<file path="src/frame_parser_crc16_top_macros.svh">
// Assertion macros shared by the frame parser modules.
// The clock and reset in scope must be named clk_i and rst_ni.
`ifndef FRAME_PARSER_CRC16_TOP_MACROS_SVH
`define FRAME_PARSER_CRC16_TOP_MACROS_SVH

`ifndef SYNTHESIS

`define FPC_ASSERT_IMP(lbl, ante, cons) \
  lbl: assert property (@(posedge clk_i) disable iff (!rst_ni) (ante) |-> (cons)) \
    else $error("fpc assertion failed");

`define FPC_ASSERT_NXT(lbl, ante, cons) \
  lbl: assert property (@(posedge clk_i) disable iff (!rst_ni) (ante) |=> (cons)) \
    else $error("fpc assertion failed");

`else

`define FPC_ASSERT_IMP(lbl, ante, cons)
`define FPC_ASSERT_NXT(lbl, ante, cons)

`endif

`endif

</file>
<file path="src/fpc_pkg.sv">
`default_nettype none

package fpc_pkg;

  localparam int unsigned ByteW = 8;
  localparam int unsigned LenW  = 7;
  localparam int unsigned IdxW  = 6;
  localparam int unsigned CfgIdxW = 2;

  // Configuration register indexes
  typedef enum logic [CfgIdxW-1:0] {
    CFG_SYNC_FIRST    = 2'd0,
    CFG_SYNC_SECOND   = 2'd1,
    CFG_PAYLOAD_LIMIT = 2'd2
  } cfg_idx_e;

  localparam logic [ByteW-1:0] SyncFirstRst    = 8'd170;
  localparam logic [ByteW-1:0] SyncSecondRst   = 8'd85;
  localparam logic [LenW-1:0]  PayloadLimitRst = 7'd64;

  // Controller to datapath; every strobe is already qualified by an accepted item
  typedef struct packed {
    logic load_cmd;
    logic load_len_lo;
    logic load_len;
    logic wr_payload;
    logic load_crc_lo;
    logic start_emit;
  } fpc_cmd_t;

  // Datapath to controller
  typedef struct packed {
    logic is_sync1;
    logic is_sync2;
    logic len_ok;
    logic len_zero;
    logic last_payload;
    logic crc_match;
    logic emit_done;
  } fpc_stat_t;

endpackage

`default_nettype wire

</file>
<file path="src/fpc_stream_if.sv">
`default_nettype none

interface fpc_rx_if;
  logic                       valid;
  logic                       ready;
  logic [fpc_pkg::ByteW-1:0] rx_byte;

  modport source (output valid, output rx_byte, input ready);
  modport sink   (input valid, input rx_byte, output ready);
endinterface

interface fpc_frm_if;
  logic                       valid;
  logic                       ready;
  logic [fpc_pkg::ByteW-1:0] command;
  logic [fpc_pkg::LenW-1:0]  payload_length;
  logic                       has_data;
  logic [fpc_pkg::IdxW-1:0]  byte_index;
  logic [fpc_pkg::ByteW-1:0] data;
  logic                       last;

  modport source (output valid, output command, output payload_length, output has_data,
                  output byte_index, output data, output last, input ready);
  modport sink   (input valid, input command, input payload_length, input has_data,
                  input byte_index, input data, input last, output ready);
endinterface

`default_nettype wire

</file>
<file path="src/frame_parser_crc16_top.sv">
`default_nettype none

// Channel   Dir  Payload                                              Accept
// rx_i      in   rx_byte                                              valid & ready
// frm_o     out  command, payload_length, has_data, byte_index,       valid & ready
//                data, last
// cfg_*     in   cfg_idx_i, cfg_wdata_i                               cfg_we_i
//
// One received byte is taken per cycle while hunting and while reading a frame.
// After a frame whose CRC matches, rx_i.ready stays low through N store reads, one per
// cycle through the registered read port while frm_o does not stall, the load of the
// last item into the result register and the return to the hunt (for an empty frame,
// the load of its empty item and the return), and while frm_o holds a blocking item.
// Reset is asynchronous, active low; the store holds no reset and needs no clearing.
// A stall on frm_o holds the result register and the pending store read.

module frame_parser_crc16_top #(
  parameter int unsigned MAX_PAYLOAD = 64
) (
  input  wire logic                         clk_i,
  input  wire logic                         rst_ni,
  fpc_rx_if.sink                            rx_i,
  fpc_frm_if.source                         frm_o,
  input  wire logic                         cfg_we_i,
  input  wire logic [fpc_pkg::CfgIdxW-1:0]  cfg_idx_i,
  input  wire logic [fpc_pkg::ByteW-1:0]    cfg_wdata_i
);

  fpc_pkg::fpc_cmd_t  cmd;
  fpc_pkg::fpc_stat_t stat;

  fpc_ctrl u_ctrl (
    .clk_i      (clk_i),
    .rst_ni     (rst_ni),
    .rx_valid_i (rx_i.valid),
    .rx_ready_o (rx_i.ready),
    .stat_i     (stat),
    .cmd_o      (cmd)
  );

  fpc_dp #(
    .MAX_PAYLOAD (MAX_PAYLOAD)
  ) u_dp (
    .clk_i                (clk_i),
    .rst_ni               (rst_ni),
    .cfg_we_i             (cfg_we_i),
    .cfg_idx_i            (cfg_idx_i),
    .cfg_wdata_i          (cfg_wdata_i),
    .rx_byte_i            (rx_i.rx_byte),
    .cmd_i                (cmd),
    .stat_o               (stat),
    .out_valid_o          (frm_o.valid),
    .out_ready_i          (frm_o.ready),
    .out_command_o        (frm_o.command),
    .out_payload_length_o (frm_o.payload_length),
    .out_has_data_o       (frm_o.has_data),
    .out_byte_index_o     (frm_o.byte_index),
    .out_data_o           (frm_o.data),
    .out_last_o           (frm_o.last)
  );

endmodule

`default_nettype wire

</file>
<file path="src/fpc_ctrl.sv">
`default_nettype none

`include "frame_parser_crc16_top_macros.svh"

module fpc_ctrl (
  input  wire logic              clk_i,
  input  wire logic              rst_ni,
  input  wire logic              rx_valid_i,
  output logic                   rx_ready_o,
  input  wire fpc_pkg::fpc_stat_t stat_i,
  output fpc_pkg::fpc_cmd_t      cmd_o
);

  typedef enum logic [8:0] {
    ST_SYNC1   = 9'b000000001,
    ST_SYNC2   = 9'b000000010,
    ST_CMD     = 9'b000000100,
    ST_LEN_L   = 9'b000001000,
    ST_LEN_H   = 9'b000010000,
    ST_PAYLOAD = 9'b000100000,
    ST_CRC_L   = 9'b001000000,
    ST_CRC_H   = 9'b010000000,
    ST_EMIT    = 9'b100000000
  } state_e;

  state_e state_q, state_d;
  logic   acc;

  assign rx_ready_o = (state_q != ST_EMIT);
  assign acc        = rx_valid_i && rx_ready_o;

  always_comb begin
    state_d = state_q;
    cmd_o   = '0;
    unique case (state_q)
      ST_SYNC1: begin
        if (acc && stat_i.is_sync1) state_d = ST_SYNC2;
      end
      ST_SYNC2: begin
        // a repeated first sync byte keeps waiting
        if (acc) begin
          if (stat_i.is_sync2)       state_d = ST_CMD;
          else if (!stat_i.is_sync1) state_d = ST_SYNC1;
        end
      end
      ST_CMD: begin
        if (acc) begin
          cmd_o.load_cmd = 1'b1;
          state_d        = ST_LEN_L;
        end
      end
      ST_LEN_L: begin
        if (acc) begin
          cmd_o.load_len_lo = 1'b1;
          state_d           = ST_LEN_H;
        end
      end
      ST_LEN_H: begin
        if (acc) begin
          if (stat_i.len_ok) begin
            cmd_o.load_len = 1'b1;
            state_d        = stat_i.len_zero ? ST_CRC_L : ST_PAYLOAD;
          end else begin
            state_d = ST_SYNC1;
          end
        end
      end
      ST_PAYLOAD: begin
        if (acc) begin
          cmd_o.wr_payload = 1'b1;
          if (stat_i.last_payload) state_d = ST_CRC_L;
        end
      end
      ST_CRC_L: begin
        if (acc) begin
          cmd_o.load_crc_lo = 1'b1;
          state_d           = ST_CRC_H;
        end
      end
      ST_CRC_H: begin
        if (acc) begin
          if (stat_i.crc_match) begin
            cmd_o.start_emit = 1'b1;
            state_d          = ST_EMIT;
          end else begin
            state_d = ST_SYNC1;
          end
        end
      end
      ST_EMIT: begin
        if (stat_i.emit_done) state_d = ST_SYNC1;
      end
      default: state_d = ST_SYNC1;
    endcase
  end

  always_ff @(posedge clk_i or negedge rst_ni) begin
    if (!rst_ni) begin
      state_q <= ST_SYNC1;
    end else begin
      state_q <= state_d;
    end
  end

  `FPC_ASSERT_NXT(a_match_enters_emit, state_q == ST_CRC_H && rx_valid_i && stat_i.crc_match, state_q == ST_EMIT)
  `FPC_ASSERT_NXT(a_emit_holds, state_q == ST_EMIT && !stat_i.emit_done, state_q == ST_EMIT)
  `FPC_ASSERT_IMP(a_no_accept_in_emit, state_q == ST_EMIT, !rx_ready_o)

endmodule

`default_nettype wire

</file>
<file path="src/fpc_dp.sv">
`default_nettype none

`include "frame_parser_crc16_top_macros.svh"

module fpc_dp #(
  parameter int unsigned MAX_PAYLOAD = 64
) (
  input  wire logic                         clk_i,
  input  wire logic                         rst_ni,
  // configuration
  input  wire logic                         cfg_we_i,
  input  wire logic [fpc_pkg::CfgIdxW-1:0]  cfg_idx_i,
  input  wire logic [fpc_pkg::ByteW-1:0]    cfg_wdata_i,
  // received byte
  input  wire logic [fpc_pkg::ByteW-1:0]    rx_byte_i,
  // controller
  input  wire fpc_pkg::fpc_cmd_t            cmd_i,
  output fpc_pkg::fpc_stat_t                stat_o,
  // result
  output logic                              out_valid_o,
  input  wire logic                         out_ready_i,
  output logic [fpc_pkg::ByteW-1:0]         out_command_o,
  output logic [fpc_pkg::LenW-1:0]          out_payload_length_o,
  output logic                              out_has_data_o,
  output logic [fpc_pkg::IdxW-1:0]          out_byte_index_o,
  output logic [fpc_pkg::ByteW-1:0]         out_data_o,
  output logic                              out_last_o
);

  localparam int unsigned AddrW = (MAX_PAYLOAD > 1) ? $clog2(MAX_PAYLOAD) : 1;
  localparam logic [fpc_pkg::LenW-1:0] MaxLen = fpc_pkg::LenW'(MAX_PAYLOAD);
  localparam logic [15:0] CrcInit = 16'hFFFF;
  localparam logic [15:0] CrcPoly = 16'h1021;

  function automatic logic [15:0] crc_feed(input logic [15:0] crc,
                                           input logic [fpc_pkg::ByteW-1:0] b);
    logic [15:0] c;
    c = crc ^ {b, 8'h00};
    for (int i = 0; i < 8; i++) begin
      c = c[15] ? ({c[14:0], 1'b0} ^ CrcPoly) : {c[14:0], 1'b0};
    end
    return c;
  endfunction

  // configuration registers
  logic [fpc_pkg::ByteW-1:0] sync1_q, sync2_q;
  logic [fpc_pkg::LenW-1:0]  limit_q;

  // frame registers
  logic [fpc_pkg::ByteW-1:0] cmd_q, len_lo_q, crc_lo_q;
  logic [fpc_pkg::LenW-1:0]  pay_len_q, cnt_q;
  logic [15:0]               crc_q, crc_d, crc_in;
  logic                      crc_en;
  logic [fpc_pkg::LenW-1:0]  eff_limit;

  // payload store and readout
  logic [fpc_pkg::ByteW-1:0] mem [MAX_PAYLOAD];
  logic [fpc_pkg::ByteW-1:0] rdata_q;
  logic                      emit_act_q, empty_pend_q, rd_pend_q, rd_last_q;
  logic [fpc_pkg::LenW-1:0]  emit_cnt_q, emit_cnt_inc;
  logic [fpc_pkg::IdxW-1:0]  rd_idx_q;
  logic                      slot_free, move, move_empty, issue;

  // output register
  logic                      out_valid_q, out_has_data_q, out_last_q;
  logic [fpc_pkg::ByteW-1:0] out_cmd_q, out_data_q;
  logic [fpc_pkg::LenW-1:0]  out_len_q;
  logic [fpc_pkg::IdxW-1:0]  out_idx_q;

  always_ff @(posedge clk_i or negedge rst_ni) begin
    if (!rst_ni) begin
      sync1_q <= fpc_pkg::SyncFirstRst;
      sync2_q <= fpc_pkg::SyncSecondRst;
      limit_q <= fpc_pkg::PayloadLimitRst;
    end else if (cfg_we_i) begin
      unique case (cfg_idx_i)
        fpc_pkg::CFG_SYNC_FIRST:    sync1_q <= cfg_wdata_i;
        fpc_pkg::CFG_SYNC_SECOND:   sync2_q <= cfg_wdata_i;
        fpc_pkg::CFG_PAYLOAD_LIMIT: limit_q <= cfg_wdata_i[fpc_pkg::LenW-1:0];
        default: ;
      endcase
    end
  end

  assign eff_limit = (limit_q > MaxLen) ? MaxLen : limit_q;
  assign crc_in    = cmd_i.load_cmd ? CrcInit : crc_q;
  assign crc_d     = crc_feed(crc_in, rx_byte_i);
  assign crc_en    = cmd_i.load_cmd | cmd_i.load_len_lo | cmd_i.load_len | cmd_i.wr_payload;

  always_ff @(posedge clk_i or negedge rst_ni) begin
    if (!rst_ni) begin
      cmd_q       <= '0;
      len_lo_q    <= '0;
      pay_len_q   <= '0;
      cnt_q       <= '0;
      crc_q       <= CrcInit;
      crc_lo_q    <= '0;
    end else begin
      if (crc_en)             crc_q       <= crc_d;
      if (cmd_i.load_cmd)     cmd_q       <= rx_byte_i;
      if (cmd_i.load_len_lo)  len_lo_q    <= rx_byte_i;
      if (cmd_i.load_crc_lo)  crc_lo_q    <= rx_byte_i;
      if (cmd_i.load_len) begin
        pay_len_q <= len_lo_q[fpc_pkg::LenW-1:0];
        cnt_q     <= '0;
      end else if (cmd_i.wr_payload) begin
        cnt_q <= cnt_q + 1'b1;
      end
    end
  end

  assign stat_o.is_sync1     = (rx_byte_i == sync1_q);
  assign stat_o.is_sync2     = (rx_byte_i == sync2_q);
  assign stat_o.len_ok       = (rx_byte_i == '0) && (len_lo_q <= {1'b0, eff_limit});
  assign stat_o.len_zero     = (len_lo_q == '0);
  assign stat_o.last_payload = ((cnt_q + 1'b1) >= pay_len_q);
  assign stat_o.crc_match    = ({rx_byte_i, crc_lo_q} == crc_q);
  assign stat_o.emit_done    = !emit_act_q && !empty_pend_q && !rd_pend_q;

  // readout: one store read per cycle, read data held until the output slot frees
  assign slot_free    = !out_valid_q || out_ready_i;
  assign move         = rd_pend_q && slot_free;
  assign move_empty   = empty_pend_q && slot_free;
  assign issue        = emit_act_q && (!rd_pend_q || move);
  assign emit_cnt_inc = emit_cnt_q + 1'b1;

  always_ff @(posedge clk_i) begin
    if (cmd_i.wr_payload) mem[cnt_q[AddrW-1:0]] <= rx_byte_i;
    if (issue)            rdata_q <= mem[emit_cnt_q[AddrW-1:0]];
  end

  always_ff @(posedge clk_i or negedge rst_ni) begin
    if (!rst_ni) begin
      emit_act_q   <= 1'b0;
      empty_pend_q <= 1'b0;
      emit_cnt_q   <= '0;
      rd_pend_q    <= 1'b0;
      rd_idx_q     <= '0;
      rd_last_q    <= 1'b0;
    end else begin
      if (cmd_i.start_emit) begin
        emit_act_q   <= (pay_len_q != '0);
        empty_pend_q <= (pay_len_q == '0);
        emit_cnt_q   <= '0;
      end else begin
        if (move_empty) empty_pend_q <= 1'b0;
        if (issue) begin
          emit_cnt_q <= emit_cnt_inc;
          if (emit_cnt_inc == pay_len_q) emit_act_q <= 1'b0;
        end
      end
      if (issue) begin
        rd_pend_q <= 1'b1;
        rd_idx_q  <= emit_cnt_q[fpc_pkg::IdxW-1:0];
        rd_last_q <= (emit_cnt_inc == pay_len_q);
      end else if (move) begin
        rd_pend_q <= 1'b0;
      end
    end
  end

  always_ff @(posedge clk_i or negedge rst_ni) begin
    if (!rst_ni) begin
      out_valid_q <= 1'b0;
    end else if (move || move_empty) begin
      out_valid_q <= 1'b1;
    end else if (out_ready_i) begin
      out_valid_q <= 1'b0;
    end
  end

  always_ff @(posedge clk_i) begin
    if (move) begin
      out_cmd_q      <= cmd_q;
      out_len_q      <= pay_len_q;
      out_has_data_q <= 1'b1;
      out_idx_q      <= rd_idx_q;
      out_data_q     <= rdata_q;
      out_last_q     <= rd_last_q;
    end else if (move_empty) begin
      out_cmd_q      <= cmd_q;
      out_len_q      <= '0;
      out_has_data_q <= 1'b0;
      out_idx_q      <= '0;
      out_data_q     <= '0;
      out_last_q     <= 1'b1;
    end
  end

  assign out_valid_o          = out_valid_q;
  assign out_command_o        = out_cmd_q;
  assign out_payload_length_o = out_len_q;
  assign out_has_data_o       = out_has_data_q;
  assign out_byte_index_o     = out_idx_q;
  assign out_data_o           = out_data_q;
  assign out_last_o           = out_last_q;

  `FPC_ASSERT_NXT(a_issue_sets_pending, issue, rd_pend_q)
  `FPC_ASSERT_NXT(a_rdata_held_in_stall, rd_pend_q && !slot_free, $stable(rdata_q))
  `FPC_ASSERT_NXT(a_last_read_ends_run, move && rd_last_q, out_valid_q && out_last_q && out_has_data_q)

endmodule

`default_nettype wire

</file>
<file path="src/flat_wrapper.sv">
// flat-port wrapper written by rule: the top's interface ports become plain ports
module frame_parser_crc16_top_flat 
#(
  parameter int unsigned MAX_PAYLOAD = 64
)
  (clk_i, rst_ni, cfg_we_i, cfg_idx_i, cfg_wdata_i, rx_i_valid, rx_i_rx_byte, rx_i_ready, frm_o_valid, frm_o_command, frm_o_payload_length, frm_o_has_data, frm_o_byte_index, frm_o_data, frm_o_last, frm_o_ready);
  fpc_rx_if rx_i_i ();
  fpc_frm_if frm_o_i ();
  input  wire logic clk_i;
  input  wire logic rst_ni;
  input  wire logic cfg_we_i;
  input  wire logic [fpc_pkg::CfgIdxW-1:0] cfg_idx_i;
  input  wire logic [fpc_pkg::ByteW-1:0] cfg_wdata_i;
  input wire logic [$bits(rx_i_i.valid)-1:0] rx_i_valid;
  input wire logic [$bits(rx_i_i.rx_byte)-1:0] rx_i_rx_byte;
  output wire logic [$bits(rx_i_i.ready)-1:0] rx_i_ready;
  output wire logic [$bits(frm_o_i.valid)-1:0] frm_o_valid;
  output wire logic [$bits(frm_o_i.command)-1:0] frm_o_command;
  output wire logic [$bits(frm_o_i.payload_length)-1:0] frm_o_payload_length;
  output wire logic [$bits(frm_o_i.has_data)-1:0] frm_o_has_data;
  output wire logic [$bits(frm_o_i.byte_index)-1:0] frm_o_byte_index;
  output wire logic [$bits(frm_o_i.data)-1:0] frm_o_data;
  output wire logic [$bits(frm_o_i.last)-1:0] frm_o_last;
  input wire logic [$bits(frm_o_i.ready)-1:0] frm_o_ready;
  assign rx_i_i.valid = rx_i_valid;
  assign rx_i_i.rx_byte = rx_i_rx_byte;
  assign rx_i_ready = rx_i_i.ready;
  assign frm_o_valid = frm_o_i.valid;
  assign frm_o_command = frm_o_i.command;
  assign frm_o_payload_length = frm_o_i.payload_length;
  assign frm_o_has_data = frm_o_i.has_data;
  assign frm_o_byte_index = frm_o_i.byte_index;
  assign frm_o_data = frm_o_i.data;
  assign frm_o_last = frm_o_i.last;
  assign frm_o_i.ready = frm_o_ready;
  frame_parser_crc16_top #(.MAX_PAYLOAD(MAX_PAYLOAD)) u_core (.clk_i(clk_i), .rst_ni(rst_ni), .rx_i(rx_i_i), .frm_o(frm_o_i), .cfg_we_i(cfg_we_i), .cfg_idx_i(cfg_idx_i), .cfg_wdata_i(cfg_wdata_i));
endmodule
</file>
<file path="config.mk">
export PLATFORM = sky130hd
export DESIGN_NAME = frame_parser_crc16_top_flat
export DESIGN_NICKNAME = d
export VERILOG_FILES = /design/src/fpc_pkg.sv /design/src/fpc_stream_if.sv /design/src/frame_parser_crc16_top.sv /design/src/fpc_ctrl.sv /design/src/fpc_dp.sv /design/src/flat_wrapper.sv
export VERILOG_INCLUDE_DIRS = /design/src /design/src/src
export SDC_FILE = /design/constraint.sdc
export NUM_CORES = 1
export LEC_CHECK = 0
export BUFFER_PORTS_ARGS = -buffer_cell sky130_fd_sc_hd__buf_2
export CAP_MARGIN = 20
export CORE_MARGIN = 2
export CORE_UTILIZATION = 57
export CTS_CLUSTER_DIAMETER = 30
export CTS_CLUSTER_SIZE = 24
export DETAILED_ROUTE_END_ITERATION = 16
export PLACE_DENSITY = 0.74
export SLEW_MARGIN = 15
export SYNTH_ARGS = -nofsm -noshare
export SYNTH_HDL_FRONTEND = slang
export SYNTH_SLANG_ARGS = --single-unit
</file>
<file path="constraint.sdc">
create_clock -name clk_i -period 3.6 [get_ports clk_i]
set_input_delay 0.18 -clock clk_i [delete_from_list [all_inputs] [get_ports clk_i]]
set_output_delay 0.18 -clock clk_i [all_outputs]
set_load 0.03 [all_outputs]
</file>
; ---- After elaboration in Yosys (flattened, before gate mapping)
; Memories as Yosys holds them, arrays and structs flattened. A register that Yosys moved wholly into a read port is not among the register bits.
; Index checks and enable logic that the tools add are counted.
[classes]
addsub = 2
n_reduce_logical = 32
multipliers = 0
div_mod_pow = 0
bitwise_logic = 12
muxes = 62
n_lt_le_gt_ge = 3
eq_ne = 27
shifts = 0
[op_table]
columns = op, count
row1 = 9-bit two-way mux, 13
row2 = 13-bit two-way mux, 8
row3 = 9-bit one-hot mux with 9 select lines, 1
row4 = 7-bit two-way mux, 9
row5 = 8-bit two-way mux, 4
row6 = 1-bit two-way mux, 24
row7 = 3-bit inverter, 8
row8 = 16-bit == test, 1
row9 = 8-bit == test, 2
row10 = 8-bit logical NOT, 2
row11 = 16-bit two-way mux, 1
row12 = "2-bit != test, second input constant", 8
row13 = 16-bit bitwise XOR, 1
row14 = "7-bit by 1-bit adder with 7-bit output, second input constant", 2
row15 = 2-bit nonzero test, 7
row16 = 6-bit two-way mux, 2
row17 = 11-bit AND reduction, 1
row18 = "9-bit by 1-bit == test with 1-bit output, second input constant", 1
row19 = "9-bit by 2-bit == test with 1-bit output, second input constant", 1
row20 = "9-bit by 3-bit == test with 1-bit output, second input constant", 1
row21 = "9-bit by 4-bit == test with 1-bit output, second input constant", 1
row22 = "9-bit by 5-bit == test with 1-bit output, second input constant", 1
row23 = "9-bit by 6-bit == test with 1-bit output, second input constant", 1
row24 = "9-bit by 7-bit == test with 1-bit output, second input constant", 1
row25 = 19 further kinds, 37
[totals]
romBits = 0
n_memories = 1
latch_bits = 0
wordCells = 162
regBits = 135
mem_bits_rw = 512
[memory_table]
columns = name, depth, width, rd, rd_clocked_by_memory_dff, write_ports, line_no
row1 = u_core.u_dp.mem, 64, 8, 1, 1, 1, fpc_dp.sv:57  ; logic [fpc_pkg::ByteW-1:0] mem [MAX_PAYLOAD];

; ---- Logic depth before layout (Yosys ltp)
[depth]
word_depth = 22
mapped_depth = 10
mapped_depth_nobuf = 10

; ---- Modules after synthesis
; Synthesis repeated with hierarchy kept, for this count alone.
[unflattened]
cells_unflattened = 1600
area_unflattened_um2 = 27187.3
[by_module_without_submodules]
columns = mod, area_each_um2, cells_per_inst, seq_area_each_um2, instances
row1 = fpc_dp, 26444.1, 1516, 18944.4, 1
row2 = fpc_ctrl, 743.2, 84, 226.5, 1

; ---- Worst setup path before layout
; OpenSTA, ideal clock, no wires.
[synth_timing]
kind = register to register
startpoint = register u_core.u_dp.cnt_q[3] in the netlist's numbering
endpoint = register u_core.u_ctrl.state_q[1]
path_slack_ns = 1.033
setup_time_ns = 0.128
t_required_ns = 3.472
stages_incl_launch_ff = 11
path_buffers = 1
t_arrival_ns = 2.439
period_less_slack_ns = 2.567
cell_sequence = dfrtp_1 > clkbuf_1 > nand3_1 > nor2_1 > xor2_1 > ha_1 > nand4_1 > a21oi_1 > o32a_1 > o221a_2 > mux2_1
[synth_between]
elab_chain_len = 4
[synth_lines]
columns = item, line_no
row1 = "start, declared", fpc_dp.sv:51  ; logic [fpc_pkg::LenW-1:0] pay_len_q, cnt_q;
row2 = "start signal, assigned", fpc_dp.sv:107  ; cnt_q <= cnt_q + 1'b1;
row3 = 7-bit by 1-bit adder with 7-bit output, fpc_dp.sv:116  ; assign stat_o.last_payload = ((cnt_q + 1'b1) >= pay_len_q);
row4 = 7-bit >= comparator, fpc_dp.sv:116
row5 = 2-bit by 1-bit != test with 1-bit output (no line), -
row6 = 11-bit AND reduction (no line), -
row7 = "end signal, assigned", fpc_ctrl.sv:101  ; state_q <= state_d;
row8 = "end, declared", fpc_ctrl.sv:26  ; state_e state_q, state_d;
; No other way between the ends.
; A chain may end at the register's enable or synchronous reset.

; ---- Final worst setup path
[layout_timing]
startpoint = register u_core.u_ctrl.state_q[6]
endpoint = memory u_core.u_dp.mem[45][4] in the netlist's numbering, enable pin
[layout_between]
elab_chain_len = 6
[layout_lines]
columns = item, line_no
row1 = 9-bit != test, fpc_ctrl.sv:29  ; assign rx_ready_o = (state_q != ST_EMIT);
row2 = 1-bit logical AND, fpc_ctrl.sv:30  ; assign acc = rx_valid_i && rx_ready_o;
row3 = 1-bit two-way mux, fpc_ctrl.sv:69  ; if (acc) begin
row4 = 1-bit two-way mux *, fpc_ctrl.sv:35  ; unique case (state_q)
row5 = 1-bit two-way mux *, fpc_dp.sv:128  ; if (cmd_i.wr_payload) mem[cnt_q[AddrW-1:0]] <= rx_byte_i;
row6 = 1-bit two-way mux (implied by the code) *, fpc_dp.sv:128
row7 = "end, declared", fpc_dp.sv:57
; Every way passes the cells marked *; elsewhere a longest branch is shown, timed or not.

==> results.md <==
- Final setup fails: 0
- CP max FO: 10
- # diodes: 0
- Global-route wire length before repair: 101 mm
- Period minus WS final: 3200 ps
- Routability cong.: 0.849
- Most frequent cell after synthesis: edfxtp_1
- Met3 Usage GRT: 0.0567
- Port bufs: 55
- Final Routed Wirelength: 66.7 mm
- Asr flop ratio synth: 0.159
- Max reg flops: 512
- FF-to-FF path depth: 6
- DR pass1 iterations: 5
- Synth Area in Simple Gates: 0.0583
- Logic pwr share: 0.029
- Synth cell types: 69
- WL/cell: 27.9 um
- Sinks on Clock Net: 655
- Xor/xnor share of the synthesized area: 0.0289
- Post-synth EDFFs: 550
- Slew HR: 0.405
- FF+latch count, synth: 655
- WHS: 4.71 ps
- Post-DRT Antenna Nets: 0
- Hpwl dp: 38.4 mm
- Mux share of post-synthesis cell area: 0.160
- Initial Util: 0.578
- CTS tree: yes
- Critical path type: flip-flop to flip-flop
- Worst r2r dst: u_core.u_dp.mem[45][4]$_DFFE_PP_
- Achievable frequency: 313 MHz
- Pwr per Cell Area: 635 nW/um2
- Synth Area in Adders: 0.00744
- Area contributors post-synth: edfxtp_1 61%, mux4_2 13%, dfrtp_1 7.3%, dfstp_2 2.5%, mux2_2 2.1%
- # IOs: 56
- Post-Synthesis Cells: 1473
- Total negative slack: 0 ps
- Clk root buf: clkbuf_16
- CTS Buf Count: 119
- Period utilization: 0.888
- CP required: 3950 ps
- Leak: 11.5 nW
- Outcome: finished, final reports clean
- Synth Area in Compound Gates: 0.0175
- Pint: 16.5 mW
- Worst setup EP type: flip-flop
- Post-CTS sizing: 0
- Synth Cell Area: 26900 um2
- Synth warn: 0
- Met2 Use GR: 0.440
- Vias in the first global route: 15600
- # DRC: 0
- Site row count: 79
- Initial DRC Count: 2136
- Number of vias per cell: 6.34
- Main combinational cell family by area after synthesis: multiplexers
- Critical Path Source Type: flip-flop
- Area share of the largest cell type after synthesis: 0.614
- Final #Nets: 1718
- CTS H-Tree Depth: 3
- Post-Syn Nets: 1512
- Critical Path Sink: u_core.u_dp.mem[45][4]$_DFFE_PP_
- Final Max Slew Viols: 0
- Synthesis-to-layout area growth: 22.7%
- Clock share of power: 0.572
- Max clock buf depth: 3
- Switching power: 4.44 mW
- GRT busiest layer: met2
- Die Span X: 221 um
- Worst slew pin tran: 893 ps
- Seq pwr share: 0.400
- GRT Overall Usage: 0.279
- Via Count: 15200
- Pin count of the biggest net entering global routing: 69
- Hold Fails Final Rpt: 0
- Clk slew on worst S/H paths: 60 ps
- Hold/Removal Path Class: primary input to flip-flop
- Count of maximum capacitance violations: 0
- Critical path origin: u_core.u_ctrl.state_q[6]$_DFFE_PN0P_
- Skew-Pair Late Insertion Delay: 660 ps
- Worst Skew: 21.4 ps
- Die ar.: 49000 um2
- Antenna violations before repair: 6
- Worst Path Arrival: 3550 ps
- Cell taking the most area after synthesis: edfxtp_1
- Post-synthesis sequential area ratio: 0.712
- Layout cell share with drive strength beyond 1: 0.350
- GRT overflow: 0
- Worst reg2reg setup slack: 400 ps
- Synth top cells by count: 550 x edfxtp_1, 160 x mux4_2, 106 x nor2_1, 95 x nand2_1, 78 x dfrtp_1
- Core area: 46600 um2
- Maximum VDD drop: 0.613 mV
- DIE HEIGHT: 221 um
- Avg Cell Area, Syn: 18.3 um2
- M1 GR Usage: 0.393
- Switching part of the total: 0.212
- RSZ-0062 raised after global routing: false
- Most used DFF post-synth: edfxtp_1
- Worst r2r src: u_core.u_ctrl.state_q[6]$_DFFE_PN0P_
-- layer usage --
metal / routed length [um] / vias to the layer above
met5: 27 / -
met4: 2240 / 4
li1: - / 6246
met2: 32400 / 860
met1: 26500 / 7903
met3: 5560 / 157
-- worst max-delay path, stage by stage, from the launching register on --
cell and delay (ps):
dfrtp_1 510, nor3_1 510, nand4_1 450, nor2_1 350, nand2_1 510, nor2_1 340, buf_4 220
-- cell families after synthesis --
family,count (synthesis)
adder cells (fa/ha/maj),16
XOR/XNOR,88
AO/OA/AOI/OAI,68
AND/OR/NAND/NOR,320
buffers and inverters,104
flip-flops,655
multiplexers,222
-- area by class of cell --
| class | instances | area [um2] |
|---|---|---|
| flip-flops and latches | 655 | 19200 |
| fillers | 2714 | 13500 |
| repair buffers | 171 | 1280 |
| inverters | 18 | 67.6 |
| well taps | 607 | 759 |
| clock inverters | 100 | 1350 |
| multi-input cells | 714 | 7330 |
| clock buffers | 127 | 3040 |
-- through the flow --
stage	total power, mW	area [um2]	std cells	worst slack, ps	utilization
finish	21.0	33000	2392	403	0.709
global route	21.5	33000	2392	256	0.709
CTS	21.1	33000	2392	417	0.709
detailed placement	9.10	28500	2151	525	0.612
global placement	9.08	28500	2151	543	0.612
floorplan	8.85	26900	1473	1030	-
-- worst min path at each step --
stage                          startpoint                                    to  slack [ps]  cells past startpoint
final                        cfg_idx_i[1]    u_core.u_dp.sync1_q[5]$_DFFE_PN1P_           5                      3
after global routing         cfg_idx_i[1]    u_core.u_dp.sync1_q[5]$_DFFE_PN1P_          10                      3
after CTS                 rx_i_rx_byte[3]      u_core.u_dp.mem[50][3]$_DFFE_PP_          30                      1
after detailed placement           rst_ni      u_core.u_dp.cmd_q[3]$_DFFE_PN0P_         210                      1
after global placement             rst_ni      u_core.u_dp.cmd_q[3]$_DFFE_PN0P_         210                      1
after floorplan                    rst_ni  u_core.u_ctrl.state_q[1]$_DFFE_PN0P_        -120                      0
-- power by group through the flow --
stage	sequential, mW	combinational, mW	clock [mW]
4_1_cts	8.39	0.596	12.1
3_5_place_dp	8.53	0.574	0
5_1_grt	8.39	0.650	12.4
2_1_floorplan	8.50	0.347	0
6_report	8.39	0.598	12.0
3_3_place_gp	8.52	0.552	0
-- timing repair --
action                                 4_1_cts  5_1_grt
buffers inserted                             0        0
hold buffers                                14        0
endpoints found under the hold margin       77        0
-- cell usage in the layout, fill, tap and decap left out, types with 26 or more instances in the layout --
cell,synthesis,routed
dfstp_2,26,26
mux4_2,160,160
nand2_1,95,95
buf_2,17,54
clkbuf_16,0,120
edfxtp_1,550,550
dfrtp_1,78,75
buf_4,2,95
xor2_1,42,42
xnor2_1,45,45
nor2_1,106,105
mux2_2,50,50
(Power assumes the default switching activity.)
